===== src/lpg_pkg.sv =====
// Package for the line pixel generator: widths, request codes, controller
// states and the command and status structs between controller and datapath.
// No dependencies.
package lpg_pkg;

  // Coordinate width of the endpoints and of pixel_x
  localparam int COORD_BITS  = 13;
  localparam int SCREEN_BITS = 12;
  localparam int COLOUR_BITS = 24;

  // Derived widths
  localparam int ROW_BITS  = COORD_BITS + 1;
  localparam int DIFF_BITS = COORD_BITS + 1;
  localparam int NUM_BITS  = 2 * COORD_BITS + 2;
  localparam int CNT_BITS  = $clog2(COORD_BITS);
  localparam int ROW_CALC_BITS =
    ((SCREEN_BITS > COORD_BITS) ? SCREEN_BITS : COORD_BITS) + 2;

  // Request codes
  localparam logic REQ_START   = 1'b0;
  localparam logic REQ_ADVANCE = 1'b1;

  typedef enum logic [2:0] {
    ST_IDLE,
    ST_MUL,
    ST_DINIT,
    ST_DIV,
    ST_EMIT
  } lpg_state_e;

  // Commands from controller to datapath
  typedef struct packed {
    logic load_line;
    logic mul;
    logic div_init;
    logic div_step;
    logic emit;
  } lpg_cmd_t;

  // Status from datapath to controller
  typedef struct packed {
    logic busy;
    logic out_free;
  } lpg_stat_t;

endpackage


===== src/lpg_ctrl.sv =====
// Controller of the line pixel generator: request handshake, sequencing of
// set-up multiply, serial divide and pixel emission. Depends on lpg_pkg.
module lpg_ctrl (
  input  logic              clk_i,
  input  logic              rst_ni,
  input  logic              in_valid_i,
  output logic              in_ready_o,
  input  logic              req_type_i,
  input  lpg_pkg::lpg_stat_t stat_i,
  output lpg_pkg::lpg_cmd_t  cmd_o
);

  lpg_pkg::lpg_state_e state_q, state_d;
  logic [lpg_pkg::CNT_BITS-1:0] cnt_q, cnt_d;
  logic accept;
  logic div_last;

  assign in_ready_o = (state_q == lpg_pkg::ST_IDLE);
  assign accept     = in_valid_i & in_ready_o;
  assign div_last   = (cnt_q == lpg_pkg::CNT_BITS'(lpg_pkg::COORD_BITS - 1));

  // Next state
  always_comb begin
    state_d = state_q;
    case (state_q)
      lpg_pkg::ST_IDLE: begin
        if (accept) begin
          if (req_type_i == lpg_pkg::REQ_START) begin
            state_d = lpg_pkg::ST_MUL;
          end else if (stat_i.busy) begin
            state_d = lpg_pkg::ST_DINIT;
          end
        end
      end
      lpg_pkg::ST_MUL:   state_d = lpg_pkg::ST_DINIT;
      lpg_pkg::ST_DINIT: state_d = lpg_pkg::ST_DIV;
      lpg_pkg::ST_DIV: begin
        if (div_last) begin
          state_d = lpg_pkg::ST_EMIT;
        end
      end
      lpg_pkg::ST_EMIT: begin
        if (stat_i.out_free) begin
          state_d = lpg_pkg::ST_IDLE;
        end
      end
      default: state_d = lpg_pkg::ST_IDLE;
    endcase
  end

  // Commands
  always_comb begin
    cmd_o = '0;
    case (state_q)
      lpg_pkg::ST_IDLE:  cmd_o.load_line = accept & (req_type_i == lpg_pkg::REQ_START);
      lpg_pkg::ST_MUL:   cmd_o.mul = 1'b1;
      lpg_pkg::ST_DINIT: cmd_o.div_init = 1'b1;
      lpg_pkg::ST_DIV:   cmd_o.div_step = 1'b1;
      lpg_pkg::ST_EMIT:  cmd_o.emit = stat_i.out_free;
      default:           cmd_o = '0;
    endcase
  end

  // Divide step counter
  always_comb begin
    cnt_d = '0;
    if (state_q == lpg_pkg::ST_DIV) begin
      cnt_d = cnt_q + lpg_pkg::CNT_BITS'(1);
    end
  end

  always_ff @(posedge clk_i or negedge rst_ni) begin
    if (!rst_ni) begin
      state_q <= lpg_pkg::ST_IDLE;
      cnt_q   <= '0;
    end else begin
      state_q <= state_d;
      cnt_q   <= cnt_d;
    end
  end

  // Counter never runs past the last quotient bit
  a_cnt_range: assert property (@(posedge clk_i) disable iff (!rst_ni)
    state_q == lpg_pkg::ST_DIV |-> cnt_q <= lpg_pkg::CNT_BITS'(lpg_pkg::COORD_BITS - 1))
    else $error("divide counter out of range");

  // An advance with no line in progress is swallowed without work
  a_idle_advance: assert property (@(posedge clk_i) disable iff (!rst_ni)
    accept && req_type_i == lpg_pkg::REQ_ADVANCE && !stat_i.busy
    |=> state_q == lpg_pkg::ST_IDLE)
    else $error("idle advance started work");

endmodule


===== src/lpg_dp.sv =====
// Datapath of the line pixel generator: endpoint ordering, numerator
// accumulator, restoring divider and output register. Depends on lpg_pkg.
module lpg_dp (
  input  logic                                   clk_i,
  input  logic                                   rst_ni,
  input  logic                                   cfg_we_i,
  input  logic        [lpg_pkg::SCREEN_BITS-1:0] cfg_wdata_i,
  input  logic signed [lpg_pkg::COORD_BITS-1:0]  x_first_i,
  input  logic signed [lpg_pkg::COORD_BITS-1:0]  y_first_i,
  input  logic signed [lpg_pkg::COORD_BITS-1:0]  x_second_i,
  input  logic signed [lpg_pkg::COORD_BITS-1:0]  y_second_i,
  input  logic        [lpg_pkg::COLOUR_BITS-1:0] colour_i,
  input  lpg_pkg::lpg_cmd_t                      cmd_i,
  output lpg_pkg::lpg_stat_t                     stat_o,
  output logic                                   out_valid_o,
  input  logic                                   out_ready_i,
  output logic signed [lpg_pkg::COORD_BITS-1:0]  pixel_x_o,
  output logic signed [lpg_pkg::ROW_BITS-1:0]    pixel_row_o,
  output logic        [lpg_pkg::COLOUR_BITS-1:0] pixel_colour_o,
  output logic                                   last_o
);

  localparam int CW = lpg_pkg::COORD_BITS;
  localparam int DW = lpg_pkg::DIFF_BITS;
  localparam int NW = lpg_pkg::NUM_BITS;
  localparam int RC = lpg_pkg::ROW_CALC_BITS;
  localparam logic [CW-1:0] QMAX = {1'b1, {(CW-1){1'b0}}};

  // Line registers
  logic        [lpg_pkg::SCREEN_BITS-1:0] height_q;
  logic signed [CW-1:0] major_now_q, major_stop_q, minor_begin_q;
  logic        [DW-1:0] den_q;
  logic signed [DW-1:0] dminor_q;
  logic                 x_major_q, busy_q;
  logic        [lpg_pkg::COLOUR_BITS-1:0] colour_q;
  logic signed [NW-1:0] num_q;

  // Divider registers
  logic        [DW-1:0] rem_q;
  logic        [CW-1:0] quo_q;
  logic                 neg_q;

  // Output register
  logic                 out_valid_q;
  logic signed [CW-1:0] pixel_x_q;
  logic signed [lpg_pkg::ROW_BITS-1:0] pixel_row_q;
  logic        [lpg_pkg::COLOUR_BITS-1:0] pixel_colour_q;
  logic                 last_q;

  // Endpoint ordering on a start request
  logic signed [DW-1:0] dx, dy, ax, ay;
  logic                 x_major;
  logic signed [CW-1:0] a1, b1, a2, b2, mb, minb, ms, mins;
  logic                 swap;

  always_comb begin
    dx      = DW'(x_second_i) - DW'(x_first_i);
    dy      = DW'(y_second_i) - DW'(y_first_i);
    ax      = dx[DW-1] ? -dx : dx;
    ay      = dy[DW-1] ? -dy : dy;
    x_major = $unsigned(ax) > $unsigned(ay);
    a1      = x_major ? x_first_i  : y_first_i;
    b1      = x_major ? y_first_i  : x_first_i;
    a2      = x_major ? x_second_i : y_second_i;
    b2      = x_major ? y_second_i : x_second_i;
    swap    = a2 < a1;
    mb      = swap ? a2 : a1;
    minb    = swap ? b2 : b1;
    ms      = swap ? a1 : a2;
    mins    = swap ? b1 : b2;
  end

  // Numerator set-up: minor_begin times span
  logic signed [DW:0]   den_s;
  logic signed [NW-1:0] prod;
  assign den_s = $signed({1'b0, den_q});
  assign prod  = minor_begin_q * den_s;

  // Magnitude of the numerator for the divider
  logic [NW-1:0] num_abs;
  assign num_abs = num_q[NW-1] ? $unsigned(-num_q) : $unsigned(num_q);

  // One restoring divide step
  logic [DW+1:0] trial, den_w, sub;
  logic          ge;
  always_comb begin
    trial = {1'b0, rem_q, quo_q[CW-1]};
    den_w = (DW+2)'(den_q);
    ge    = trial >= den_w;
    sub   = trial - den_w;
  end

  // Pixel from the finished quotient
  logic        [CW:0]   q_ext;
  logic signed [CW:0]   q_s;
  logic signed [CW-1:0] minor, px, py;
  logic signed [RC-1:0] h_ext, row_full;
  logic                 den_zero, fin;

  always_comb begin
    den_zero = (den_q == '0);
    q_ext    = {1'b0, quo_q};
    q_s      = neg_q ? -$signed(q_ext) : $signed(q_ext);
    minor    = den_zero ? minor_begin_q : q_s[CW-1:0];
    px       = x_major_q ? major_now_q : minor;
    py       = x_major_q ? minor : major_now_q;
    h_ext    = $signed({{(RC-lpg_pkg::SCREEN_BITS){1'b0}}, height_q});
    row_full = h_ext - RC'(py);
    fin      = major_now_q >= major_stop_q;
  end

  assign stat_o.busy     = busy_q;
  assign stat_o.out_free = !out_valid_q || out_ready_i;

  // Control registers: height, busy, output valid
  always_ff @(posedge clk_i or negedge rst_ni) begin
    if (!rst_ni) begin
      height_q    <= '0;
      busy_q      <= 1'b0;
      out_valid_q <= 1'b0;
    end else begin
      if (cfg_we_i) begin
        height_q <= cfg_wdata_i;
      end
      if (cmd_i.emit) begin
        busy_q <= !fin;
      end
      if (cmd_i.emit) begin
        out_valid_q <= 1'b1;
      end else if (out_ready_i) begin
        out_valid_q <= 1'b0;
      end
    end
  end

  // Line state and numerator accumulator
  always_ff @(posedge clk_i) begin
    if (cmd_i.load_line) begin
      major_now_q   <= mb;
      major_stop_q  <= ms;
      minor_begin_q <= minb;
      den_q         <= $unsigned(DW'(ms) - DW'(mb));
      dminor_q      <= DW'(mins) - DW'(minb);
      x_major_q     <= x_major;
      colour_q      <= colour_i;
    end
    if (cmd_i.mul) begin
      num_q <= prod;
    end else if (cmd_i.emit && !fin) begin
      num_q       <= num_q + NW'(dminor_q);
      major_now_q <= major_now_q + CW'(1);
    end
  end

  // Serial divider: remainder starts with the high bits, the low bits shift in
  always_ff @(posedge clk_i) begin
    if (cmd_i.div_init) begin
      rem_q <= num_abs[CW+DW-1:CW];
      quo_q <= num_abs[CW-1:0];
      neg_q <= num_q[NW-1];
    end else if (cmd_i.div_step) begin
      rem_q <= ge ? sub[DW-1:0] : trial[DW-1:0];
      quo_q <= {quo_q[CW-2:0], ge};
    end
  end

  // Output payload
  always_ff @(posedge clk_i) begin
    if (cmd_i.emit) begin
      pixel_x_q      <= px;
      pixel_row_q    <= row_full[lpg_pkg::ROW_BITS-1:0];
      pixel_colour_q <= colour_q;
      last_q         <= fin;
    end
  end

  assign out_valid_o    = out_valid_q;
  assign pixel_x_o      = pixel_x_q;
  assign pixel_row_o    = pixel_row_q;
  assign pixel_colour_o = pixel_colour_q;
  assign last_o         = last_q;

  // A pending pixel is never overwritten
  a_no_overwrite: assert property (@(posedge clk_i) disable iff (!rst_ni)
    cmd_i.emit |-> (!out_valid_q || out_ready_i))
    else $error("pixel overwritten before it was taken");

  // Quotient magnitude never exceeds 2**(COORD_BITS-1) when the span is non-zero
  a_quo_bound: assert property (@(posedge clk_i) disable iff (!rst_ni)
    cmd_i.emit && !den_zero |-> quo_q <= QMAX)
    else $error("quotient out of coordinate range");

endmodule


===== src/line_pixel_generator_unit.sv =====
// Line pixel generator, top level: joins controller and datapath.
// Depends on lpg_pkg, lpg_ctrl and lpg_dp.
//
// Usage: a start request (req_type 0) loads two endpoints and a colour and
// yields the line's first pixel; each advance request (req_type 1) yields
// the next pixel along the major axis, last marking the final one. An
// advance with no line in progress is taken and yields nothing. A start
// drops any line still in progress. screen_height is written through
// cfg_we_i / cfg_wdata_i, by the user only while the block is idle; the
// block itself does not enforce this. Rows are height minus y. One request
// is worked on at a time; the next request is taken only once the current
// one has passed through its steps: for a start the set-up multiply, then
// for both kinds the divider set-up, the serial restoring divider and
// emission.
// A finished pixel sits in the output register; if the receiver stalls the
// next request is still taken and worked on, and held at emission until
// the register frees. Reset empties the output, clears the line state to
// idle and sets screen_height to zero.
module line_pixel_generator_unit (
  input  logic                                   clk_i,
  input  logic                                   rst_ni,
  input  logic                                   cfg_we_i,
  input  logic        [lpg_pkg::SCREEN_BITS-1:0] cfg_wdata_i,
  input  logic                                   in_valid_i,
  output logic                                   in_ready_o,
  input  logic                                   req_type_i,
  input  logic signed [lpg_pkg::COORD_BITS-1:0]  x_first_i,
  input  logic signed [lpg_pkg::COORD_BITS-1:0]  y_first_i,
  input  logic signed [lpg_pkg::COORD_BITS-1:0]  x_second_i,
  input  logic signed [lpg_pkg::COORD_BITS-1:0]  y_second_i,
  input  logic        [lpg_pkg::COLOUR_BITS-1:0] colour_i,
  output logic                                   out_valid_o,
  input  logic                                   out_ready_i,
  output logic signed [lpg_pkg::COORD_BITS-1:0]  pixel_x_o,
  output logic signed [lpg_pkg::ROW_BITS-1:0]    pixel_row_o,
  output logic        [lpg_pkg::COLOUR_BITS-1:0] pixel_colour_o,
  output logic                                   last_o
);

  lpg_pkg::lpg_cmd_t  cmd;
  lpg_pkg::lpg_stat_t stat;

  lpg_ctrl u_ctrl (
    .clk_i      (clk_i),
    .rst_ni     (rst_ni),
    .in_valid_i (in_valid_i),
    .in_ready_o (in_ready_o),
    .req_type_i (req_type_i),
    .stat_i     (stat),
    .cmd_o      (cmd)
  );

  lpg_dp u_dp (
    .clk_i          (clk_i),
    .rst_ni         (rst_ni),
    .cfg_we_i       (cfg_we_i),
    .cfg_wdata_i    (cfg_wdata_i),
    .x_first_i      (x_first_i),
    .y_first_i      (y_first_i),
    .x_second_i     (x_second_i),
    .y_second_i     (y_second_i),
    .colour_i       (colour_i),
    .cmd_i          (cmd),
    .stat_o         (stat),
    .out_valid_o    (out_valid_o),
    .out_ready_i    (out_ready_i),
    .pixel_x_o      (pixel_x_o),
    .pixel_row_o    (pixel_row_o),
    .pixel_colour_o (pixel_colour_o),
    .last_o         (last_o)
  );

endmodule


===== config.mk =====
export PLATFORM = sky130hd
export DESIGN_NAME = line_pixel_generator_unit
export DESIGN_NICKNAME = d
export VERILOG_FILES = /design/src/lpg_pkg.sv /design/src/lpg_ctrl.sv /design/src/lpg_dp.sv /design/src/line_pixel_generator_unit.sv
export SDC_FILE = /design/constraint.sdc
export NUM_CORES = 1
export LEC_CHECK = 0
export ABC_CLOCK_PERIOD_IN_PS = 7170
export BUFFER_PORTS_ARGS = -buffer_cell sky130_fd_sc_hd__buf_2
export CAP_MARGIN = 5
export CORE_MARGIN = 5
export CORE_UTILIZATION = 59
export CTS_CLUSTER_DIAMETER = 120
export DETAILED_ROUTE_END_ITERATION = 7
export GPL_TIMING_DRIVEN = 0
export PLACE_DENSITY = 0.78
export SYNTH_ARGS = -nofsm -noshare
export SYNTH_HDL_FRONTEND = slang
export SYNTH_HIERARCHICAL = 1
export SYNTH_SLANG_ARGS = --single-unit

===== constraint.sdc =====
create_clock -name clk_i -period 7.17 [get_ports clk_i]
set_input_delay 0 -clock clk_i [delete_from_list [all_inputs] [get_ports clk_i]]
set_output_delay 0 -clock clk_i [all_outputs]
set_load 0.01 [all_outputs]

Word-level counts from Yosys, hierarchy flattened
Cells that the tools add are included.

storage, ports and cells
  input bits = 94
  logic and storage cells = 99
  bits in registers = 221
  output and inout bits = 54

cells by class
  add/subtract/negate cells = 13
  magnitude comparators = 4
  reductions and logical operators = 10
  multiplexer cells = 39
  multipliers = 1
  eq/ne operators = 9
  bitwise operators = 3

operators with widths
  cell                   number
  $mux 13                17
  $mux 14                5
  $sub 13x13->14         5
  $mux 28                2
  $add 28x14->28         1
  $mul 13x15->28         1
  $neg 14->14            2
  $mux 27                1
  $neg 27->27            1
  $ge 15x14->1           1
  $mux 3                 5
  $pmux 3 s5             1
  $gt 14x14->1           1
  $logic_not 14->1       1
  $sub 14x14->14         1
  $add 13x2->13 const B  1
  $ge 13x13->1           1
  $lt 13x13->1           1
  $neg 13->13            1
  $mux 1                 7
  $eq 3x2->1 const B     2
  $reduce_bool 2->1      3
  $add 4x1->4 const B    1
  $eq 4x4->1 const B     1
  13 further kinds       16

Depth between registers and ports, before layout
Gate-level depths: netlist (run 1).

  depth after elaboration = 10
  gate-level depth with buffers = 60
  depth with buffers taken out = 50

Cells and area by module
The synthesis (run 1) kept the hierarchy.

modules (own cells, without submodules)
  module    cells an instance  sequential area each (um2)  times used  area each (um2)
  lpg_dp    2482               6226.0                      1           22610.4
  lpg_ctrl  38                 175.2                       1           396.6

Worst setup path before layout (run 1)
No wires, ideal clock.

  kind = input port to flip-flop
  from = in x_first_i[1] (netlist name)
  to = reg u_dp.dminor_q[12] (data pin)
  data required time = 6.912 ns
  path slack = -2.515 ns
  arrival = 9.428 ns
  setup time = 0.258 ns
  stages = 58
  buffers on the path = 11
  cell sequence = inv_1 > ha_1 > nor2b_1 > o21ai_0 > a21boi_0 > o21ai_0 > a21boi_0 > o21ai_0 > a21boi_0 > o21ai_0 > a21oi_1 > a2111o_1 > o21ai_0 > clkbuf_1 > nand2_1 > xnor2_1 > ha_1 > a211oi_2 > [22 not listed] > buf_1 > nand2_1 > a31oi_1 > ha_1 > fa_1 > nor2b_1 > o21ai_0 > a21boi_0 > o21ai_0 > nand2b_1 > and2_1 > o21ai_0 > nand2b_1 > a21o_1 > a21o_1 > a21o_1 > a21oi_1 > xnor2_1

between the ends
  longest elaborated chain between the ends = 8
  elaborated cells between the ends (all ways) = 12
  those cells by class = 3 x add/sub; 2 x order compare; 7 x mux

RTL lines
  what                               RTL line                         source
  start: declaration                 line_pixel_generator_unit.sv:27  input logic signed [lpg_pkg::COORD_BITS-1:0] x_first_i,
  $sub 13x13->14                     lpg_dp.sv:57                     dx = DW'(x_second_i) - DW'(x_first_i);
  $neg 14->14                        lpg_dp.sv:59                     ax = dx[DW-1] ? -dx : dx;
  $mux 14                            lpg_dp.sv:59
  $gt 14x14->1                       lpg_dp.sv:61                     x_major = $unsigned(ax) > $unsigned(ay);
  $mux 13, on equally long branches  lpg_dp.sv:64, lpg_dp.sv:62
  $lt 13x13->1                       lpg_dp.sv:66                     swap = a2 < a1;
  $mux 13 *                          lpg_dp.sv:68                     minb = swap ? b2 : b1;
  via u_dp.minb[0]                   lpg_dp.sv:53                     logic signed [CW-1:0] a1, b1, a2, b2, mb, minb, ms, mins;
  $sub 13x13->14 *                   lpg_dp.sv:143                    dminor_q <= DW'(mins) - DW'(minb);
  end signal: assignment             lpg_dp.sv:143
  end: declaration                   lpg_dp.sv:33                     logic signed [DW-1:0] dminor_q;

Mark *: on every way through the listed nets, which the timed path passes. The rest lies on a longest branch.
A chain may end at the register's enable or synchronous reset.

Worst setup path in the final report (run 1)
  from = in y_second_i[0] (netlist name)
  to = reg u_dp.dminor_q[12] (data pin)

between the ends
  longest elaborated chain between the ends = 8
  elaborated cells between the ends (all ways) = 12
  those cells by class = 3 x add/sub; 2 x order compare; 7 x mux

RTL lines
  what                               RTL line                         source
  start: declaration                 line_pixel_generator_unit.sv:30  input logic signed [lpg_pkg::COORD_BITS-1:0] y_second_i,
  $sub 13x13->14                     lpg_dp.sv:58                     dy = DW'(y_second_i) - DW'(y_first_i);
  $neg 14->14                        lpg_dp.sv:60                     ay = dy[DW-1] ? -dy : dy;
  $mux 14                            lpg_dp.sv:60
  $gt 14x14->1                       lpg_dp.sv:61
  $mux 13, on equally long branches  lpg_dp.sv:64, lpg_dp.sv:62
  $lt 13x13->1                       lpg_dp.sv:66
  $mux 13, on equally long branches  lpg_dp.sv:70, lpg_dp.sv:68
  $sub 13x13->14 *                   lpg_dp.sv:143

Every way passes the cells marked *; elsewhere a longest branch is shown, timed or not.

==> flow_metrics.tcl, run 1 <==
set metrics [dict create \
    synth-seq-cells 221 \
    finalWorstSetupSlack_ps -1690 \
    grtUsageTotal 0.321 \
    clk_pin_slew_worst_paths_ps 60 \
    layout_common_cells "nand2_1 (321), inv_1 (281), ha_1 (217)" \
    synth-compound-area-share 0.134 \
    grt_pass1_vias 20900 \
    grt_max_degree 72 \
    hpwl_mm 54.2 \
    core_area_sq_um 38600 \
    synthMuxAreaShare 0.0524 \
    cts_tree "done" \
    grt_antenna_before_repair 0 \
    drv_slew 0 \
    slowest_delay_ps 570 \
    slew_headroom 0.205 \
    finalHoldViolations 0 \
    worst_slew_pin_slew_ps 1180 \
    nNetsFinal 3351 \
    synthSimpleGateAreaFrac 0.160 \
    syn_avg_cell_area_sq_um 9.13 \
    ys_types 94 \
    vias 20700 \
    syn_inst 2520 \
    synth_area_leaders "edfxtp_1 (24%), ha_1 (13%), fa_1 (12%)" \
    post-route-min-period_ps 8860 \
    start_kind "input port" \
    dieArea_sq_um 43000 \
    synth_adder_area_share 0.251 \
    syn_nets 2985 \
    worstPathArrival_ps 9140 \
    start_util 0.595 \
    dpl.cell_count 3186 \
    clk_latency_ps 530 \
    dieWidth_microns 207 \
    status "finished, violations left" \
    critical_path_required_ps 7450 \
    syn2layout_area_growth_pct 22.9 \
    fin_worst_skew_ps 11.9 \
    post_drt_wl_per_cell_microns 21.1 \
    clock.fmax_mhz 113 \
    setup.worst_path.end_class "flip-flop" \
    rows 72 \
    drt_iter0_drc 1834 \
    ys_warn_count 6 \
    ant_nets 0 \
    synth_seq_area_share 0.278 \
    clock-root-buffer "clkbuf_16" \
    synth_flop_cell "edfxtp_1" \
    io_buffers 146 \
    critPathTopFamily "simple AND/OR/NAND/NOR gates" \
    overflow 0 \
    critPathKind "in -> reg" \
    instances_no_fill 3424 \
    rsz0062_at_grt "yes" \
    gp_congestion 0.997 \
    drive_gt1_frac 0.198 \
    synth-xor-area-share 0.0582 \
    cts.sinks 221 \
    drcViolationCount 0 \
    cp_slowest_cell "or4_4" \
    yosysTopAreaCellShare 0.244 \
    via_per_inst 6.03 \
    cp_max_fo 6 \
    mostFrequentLayoutCell "nand2_1" \
    crit_top_cell "o21ai_2" \
    synth_area_sq_um 23000 \
    die_y_microns 207 \
    synth_top_family_by_area "adder cells" \
    worst_hold_path_type "in -> reg" \
    grt_first_pass_wirelength_mm 112 \
    totalWireLength_mm 72.1 \
    violations "negative setup slack" \
    cap_violations 0 \
    n_fill_cell 2751 \
    final-setup-viol-count 23 \
    async_flop_share 0.0950 \
    synth_edf_count 187 \
    cts_htree_levels 1 \
    dr.pass1.iters 7 \
    r2r_slack_ps 290 \
    ioPinCount 148 \
    yosys.area.top_type "edfxtp_1" \
    min_period_over_period 1.24 \
    ctsLongestPathBuffers 3 \
    cp.buffers_inverters 12 \
    numCtsBuffers 25 \
]
==> logic make-up after synthesis <==
kind of cell | after synthesis
and+or+nand+nor | 787
AOI/OAI and AO/OA | 475
buffers and inverters | 387
adders and majority gates | 381
DFF | 221
xor gates and xnor gates | 153
muxes | 116
==> synth_stat cells (5+ instances only) <==
| cell | number |
|---|---|
| a211o_1 | 5 |
| a211oi_1 | 23 |
| a21boi_0 | 28 |
| a21o_1 | 36 |
| a21oi_1 | 124 |
| a311oi_1 | 10 |
| a31oi_1 | 16 |
| and2_1 | 72 |
| and3_1 | 21 |
| and4_1 | 5 |
| buf_1 | 9 |
| buf_2 | 9 |
| buf_6 | 5 |
| clkbuf_1 | 68 |
| dfrtp_1 | 21 |
| dfxtp_1 | 13 |
| edfxtp_1 | 187 |
| fa_1 | 138 |
| ha_1 | 233 |
| inv_1 | 290 |
| maj3_1 | 9 |
| mux2_2 | 28 |
| mux2i_1 | 86 |
| nand2_1 | 331 |
| nand2b_1 | 26 |
| nand3_1 | 33 |
| nand4_1 | 11 |
| nor2_1 | 167 |
| nor2b_1 | 28 |
| nor3_1 | 32 |
| nor4_1 | 8 |
| o21a_1 | 13 |
| o21ai_0 | 124 |
| o21bai_1 | 14 |
| o31ai_1 | 22 |
| o41ai_1 | 5 |
| or2_2 | 8 |
| or3_1 | 18 |
| or4_1 | 9 |
| xnor2_1 | 77 |
| xor2_1 | 76 |
==> worst paths after layout <==
check,from,end,cells past startpoint
setup / recovery,y_second_i[0],u_dp/dminor_q[12]$_DFFE_PP_,52
hold / removal,y_second_i[12],u_dp/minor_begin_q[12]$_DFFE_PP_,5
setup reg to reg,u_dp/den_q[3]$_DFFE_PP_,u_dp/num_q[21]$_DFFE_PP_,26
hold reg to reg,u_dp/colour_q[20]$_DFFE_PP_,u_dp/pixel_colour_o[20]$_DFFE_PP_,0
max in group asynchronous,rst_ni,u_dp/height_q[3]$_DFFE_PN0P_,3
min in group asynchronous,rst_ni,u_dp/height_q[4]$_DFFE_PN0P_,3
==> state kept, by name (all words and copies together), names as in the netlist, 3 cells and up <==
name / flops
u_ctrl/cnt_q: 4
u_ctrl/state_q: 3
u_dp/colour_q: 24
u_dp/den_q: 14
u_dp/dminor_q: 14
u_dp/height_q: 12
u_dp/major_now_q: 13
u_dp/major_stop_q: 13
u_dp/minor_begin_q: 13
u_dp/num_q: 28
u_dp/pixel_colour_o: 24
u_dp/pixel_row_o: 14
u_dp/pixel_x_o: 13
u_dp/quo_q: 13
u_dp/rem_q: 14
==> cell type report <==
| cell class | instances | area [sq um] | area share |
|---|---|---|---|
| Antenna cell | 1 | 2.50 | 0.0000885 |
| Buffer | 93 | 713 | 0.0252 |
| Clock buffer | 32 | 672 | 0.0238 |
| Clock inverter | 14 | 118 | 0.00416 |
| Inverter | 291 | 1130 | 0.0400 |
| Multi-Input combinational cell | 1912 | 16000 | 0.567 |
| Sequential cell | 221 | 6400 | 0.226 |
| Tap cell | 518 | 648 | 0.0229 |
| Timing Repair Buffer | 342 | 2550 | 0.0901 |
==> through the flow <==
stage	setup WS, ps	utilization	setup TNS, ps	hold WS (ps)	area (sq um)
floorplan	-1750	-	-17400	-296	23200
global placement	-3830	0.637	-120780	-20.1	24600
detailed placement	-3990	0.638	-128530	-12.1	24700
CTS	-1730	0.714	-19640	3.61	27600
global route	-1890	0.731	-23540	48.5	28300
finish	-1690	0.731	-19340	29.3	28300
==> tightest hold or removal path, delay by kind of cell <==
kind / cells / cell delay, ps
buf+inv: 2 / 200
simple gates: 2 / 150
mux: 1 / 90
==> routing by layer <==
layer  up-vias  share of wire  wire (microns)  GRT usage
li1       9390              -               -          -
met1     10100           0.40           28800      0.424
met2       992           0.47           34000      0.540
met3       226          0.082            5890     0.0429
met4         0          0.048            3440      0.124
met5         -              0               0          0
==> timing repair <==
item	4_1_cts	5_1_grt
buffers inserted	99	45
pin swaps	91	70
hold endpoints to repair	73	0
gates resized for setup	165	134
hold buffers	68	0
endpoints found under the setup margin	67	71
Power of run 1 is not shown: default switching activity piles up to over one toggle a cycle in this logic, so the estimate is an artifact.
==> inputs of run 2 (changes only) <==
CORE_ASPECT_RATIO = 1.2   (was unset)
==> run 2 against run 1 <==
Sequential share of layout area decreased by 0.38 points. Wire length grew 5.7%. The flow finishes with violations (negative hold slack, negative setup slack). Count of clock-buffer cells in the layout is the same. Critical endpoint is now u_dp/dminor_q[11]$_DFFE_PP_.
==> flow_metrics.tcl, run 2 (same netlist as run 1, synthesis figures left out) <==
set metrics [dict create \
    largest_reg_flops 28 \
    ioPinCount 148 \
    rsz0062_at_grt "yes" \
    grt_antenna_before_repair 0 \
    numCtsBuffers 23 \
    syn2layout_area_growth_pct 25.0 \
    cts_tree "done" \
    clock-root-buffer "clkbuf_16" \
    worstPathArrival_ps 9450 \
    overflow 0 \
    die_y_microns 226 \
    cts.sinks 221 \
    setup.worst_path.end_class "flip-flop" \
    postLayoutCoreUtil 0.744 \
    grt_first_pass_wirelength_mm 115 \
    fin_worst_skew_ps 34.5 \
    drive_gt1_frac 0.216 \
    status "finished, violations left" \
    insertedDiodeCount 0 \
    dieWidth_microns 190 \
    clock.fmax_mhz 109 \
    critPathKind "in -> reg" \
    final-setup-viol-count 21 \
    start_util 0.595 \
    grt_pass1_vias 21800 \
    grt_max_degree 78 \
    drv_slew 0 \
    dieArea_sq_um 43100 \
    multi_input_area_sq_um 16300 \
    worst_slew_pin_slew_ps 1080 \
    post-route-min-period_ps 9190 \
    n_fill_cell 2714 \
    min_period_over_period 1.28 \
    regArea_sq_um 6400 \
    io_buffers 146 \
    mostFrequentLayoutCell "nand2_1" \
    placed_area_sq_um 24700 \
    cap_violations 0 \
    largest_register "u_dp/num_q" \
    clk_pin_slew_worst_paths_ps 70 \
    drcViolationCount 0 \
    ctsLongestPathBuffers 3 \
    clk_latency_ps 550 \
    hpwl_mm 54.7 \
    violations "negative hold slack, negative setup slack" \
    fin_hold_ws_ps -7.25 \
    rows 79 \
    totalWireLength_mm 76.2 \
    via_per_inst 6.12 \
    instances_no_fill 3455 \
    critical_path_required_ps 7430 \
    post_drt_wl_per_cell_microns 22.0 \
    nNetsFinal 3377 \
    tns_ps -21230 \
    drt_iter0_drc 1980 \
    core_area_sq_um 38600 \
    start_kind "input port" \
    layout_common_cells "nand2_1 (312), inv_1 (280), ha_1 (213)" \
    slowest_delay_ps 450 \
    slew_headroom 0.277 \
    ant_nets 0 \
    cp_max_fo 10 \
    cts_htree_levels 1 \
    vias 21100 \
    finalHoldViolations 1 \
    grtUsageTotal 0.340 \
    dr.pass1.iters 7 \
    gp_congestion 0.953 \
    finalWorstSetupSlack_ps -2020 \
    cp_slowest_cell "or4_1" \
    fin_area_sq_um 28800 \
    worst_hold_path_type "in -> reg" \
    dpl.cell_count 3194 \
]
-- run 2: cell count changes in the layout (fill, tap and decap cells not counted), moves of 6 or more --
cell	previous run	this run
buf_4	122	136
buf_6	9	15
nand2_2	8	17
nor2_1	156	148
nand2_1	321	312
-- run 2: repair_timing --
action | in CTS | in global routing
setup endpoints to repair | 66 | 65
buffers inserted | 114 | 56
hold buffers | 73 | 0
gates cloned | 1 | 0
hold endpoints to repair | 81 | 0
resized for setup | 217 | 156
pin swaps | 91 | 64
-- run 2: metrics by stage --
step	hold WS [ps]	worst slack, ps
floorplan	-296	-1750
global placement	-18.7	-3900
detailed placement	-2.60	-4070
CTS	2.12	-1750
global route	34.0	-2240
finish	-7.25	-2020
-- run 2: layout make-up --
| cell class | count | area share |
|---|---|---|
| multi-input cells | 1912 | 0.566 |
| flip-flops and latches | 221 | 0.223 |
| repair buffers | 372 | 0.0986 |
| inverters | 291 | 0.0394 |
| plain buffers | 91 | 0.0243 |
| well taps | 526 | 0.0229 |
| clock buffers | 32 | 0.0219 |
| clock inverters | 10 | 0.00435 |
-- run 2: metal layers --
metal	part of all wire	global-route usage	up-vias
met5	0	0	-
met4	0.086	0.225	0
met3	0.069	0.0394	419
met2	0.50	0.611	1183
met1	0.34	0.379	10100
li1	-	-	9437
-- run 2: worst paths after layout --
check,endpoint,cells past startpoint,slack [ps],from
max in group asynchronous,u_ctrl/cnt_q[2]$_DFF_PN0_,3,5760,rst_ni
worst max register to register,u_dp/num_q[21]$_DFFE_PP_,20,270,u_dp/minor_begin_q[5]$_DFFE_PP_
worst min-delay path,u_dp/major_stop_q[5]$_DFFE_PP_,3,-7,y_first_i[5]
worst min register to register,u_dp/pixel_colour_o[0]$_DFFE_PP_,0,420,u_dp/colour_q[0]$_DFFE_PP_
worst max-delay path,u_dp/dminor_q[11]$_DFFE_PP_,55,-2020,x_first_i[1]
min in group asynchronous,u_dp/height_q[4]$_DFFE_PN0P_,3,760,rst_ni
-- run 2: critical path: cells and delay by family --
| kind | cells | cell delay (ps) |
|---|---|---|
| AOI/OAI and AO/OA | 18 | 2940 |
| buffers and inverters | 14 | 1950 |
| and+or+nand+nor | 16 | 2710 |
| adders and majority gates | 4 | 1280 |
| xor gates and xnor gates | 2 | 260 |
| muxes | 1 | 250 |
Power of run 2 is left out for the same reason.
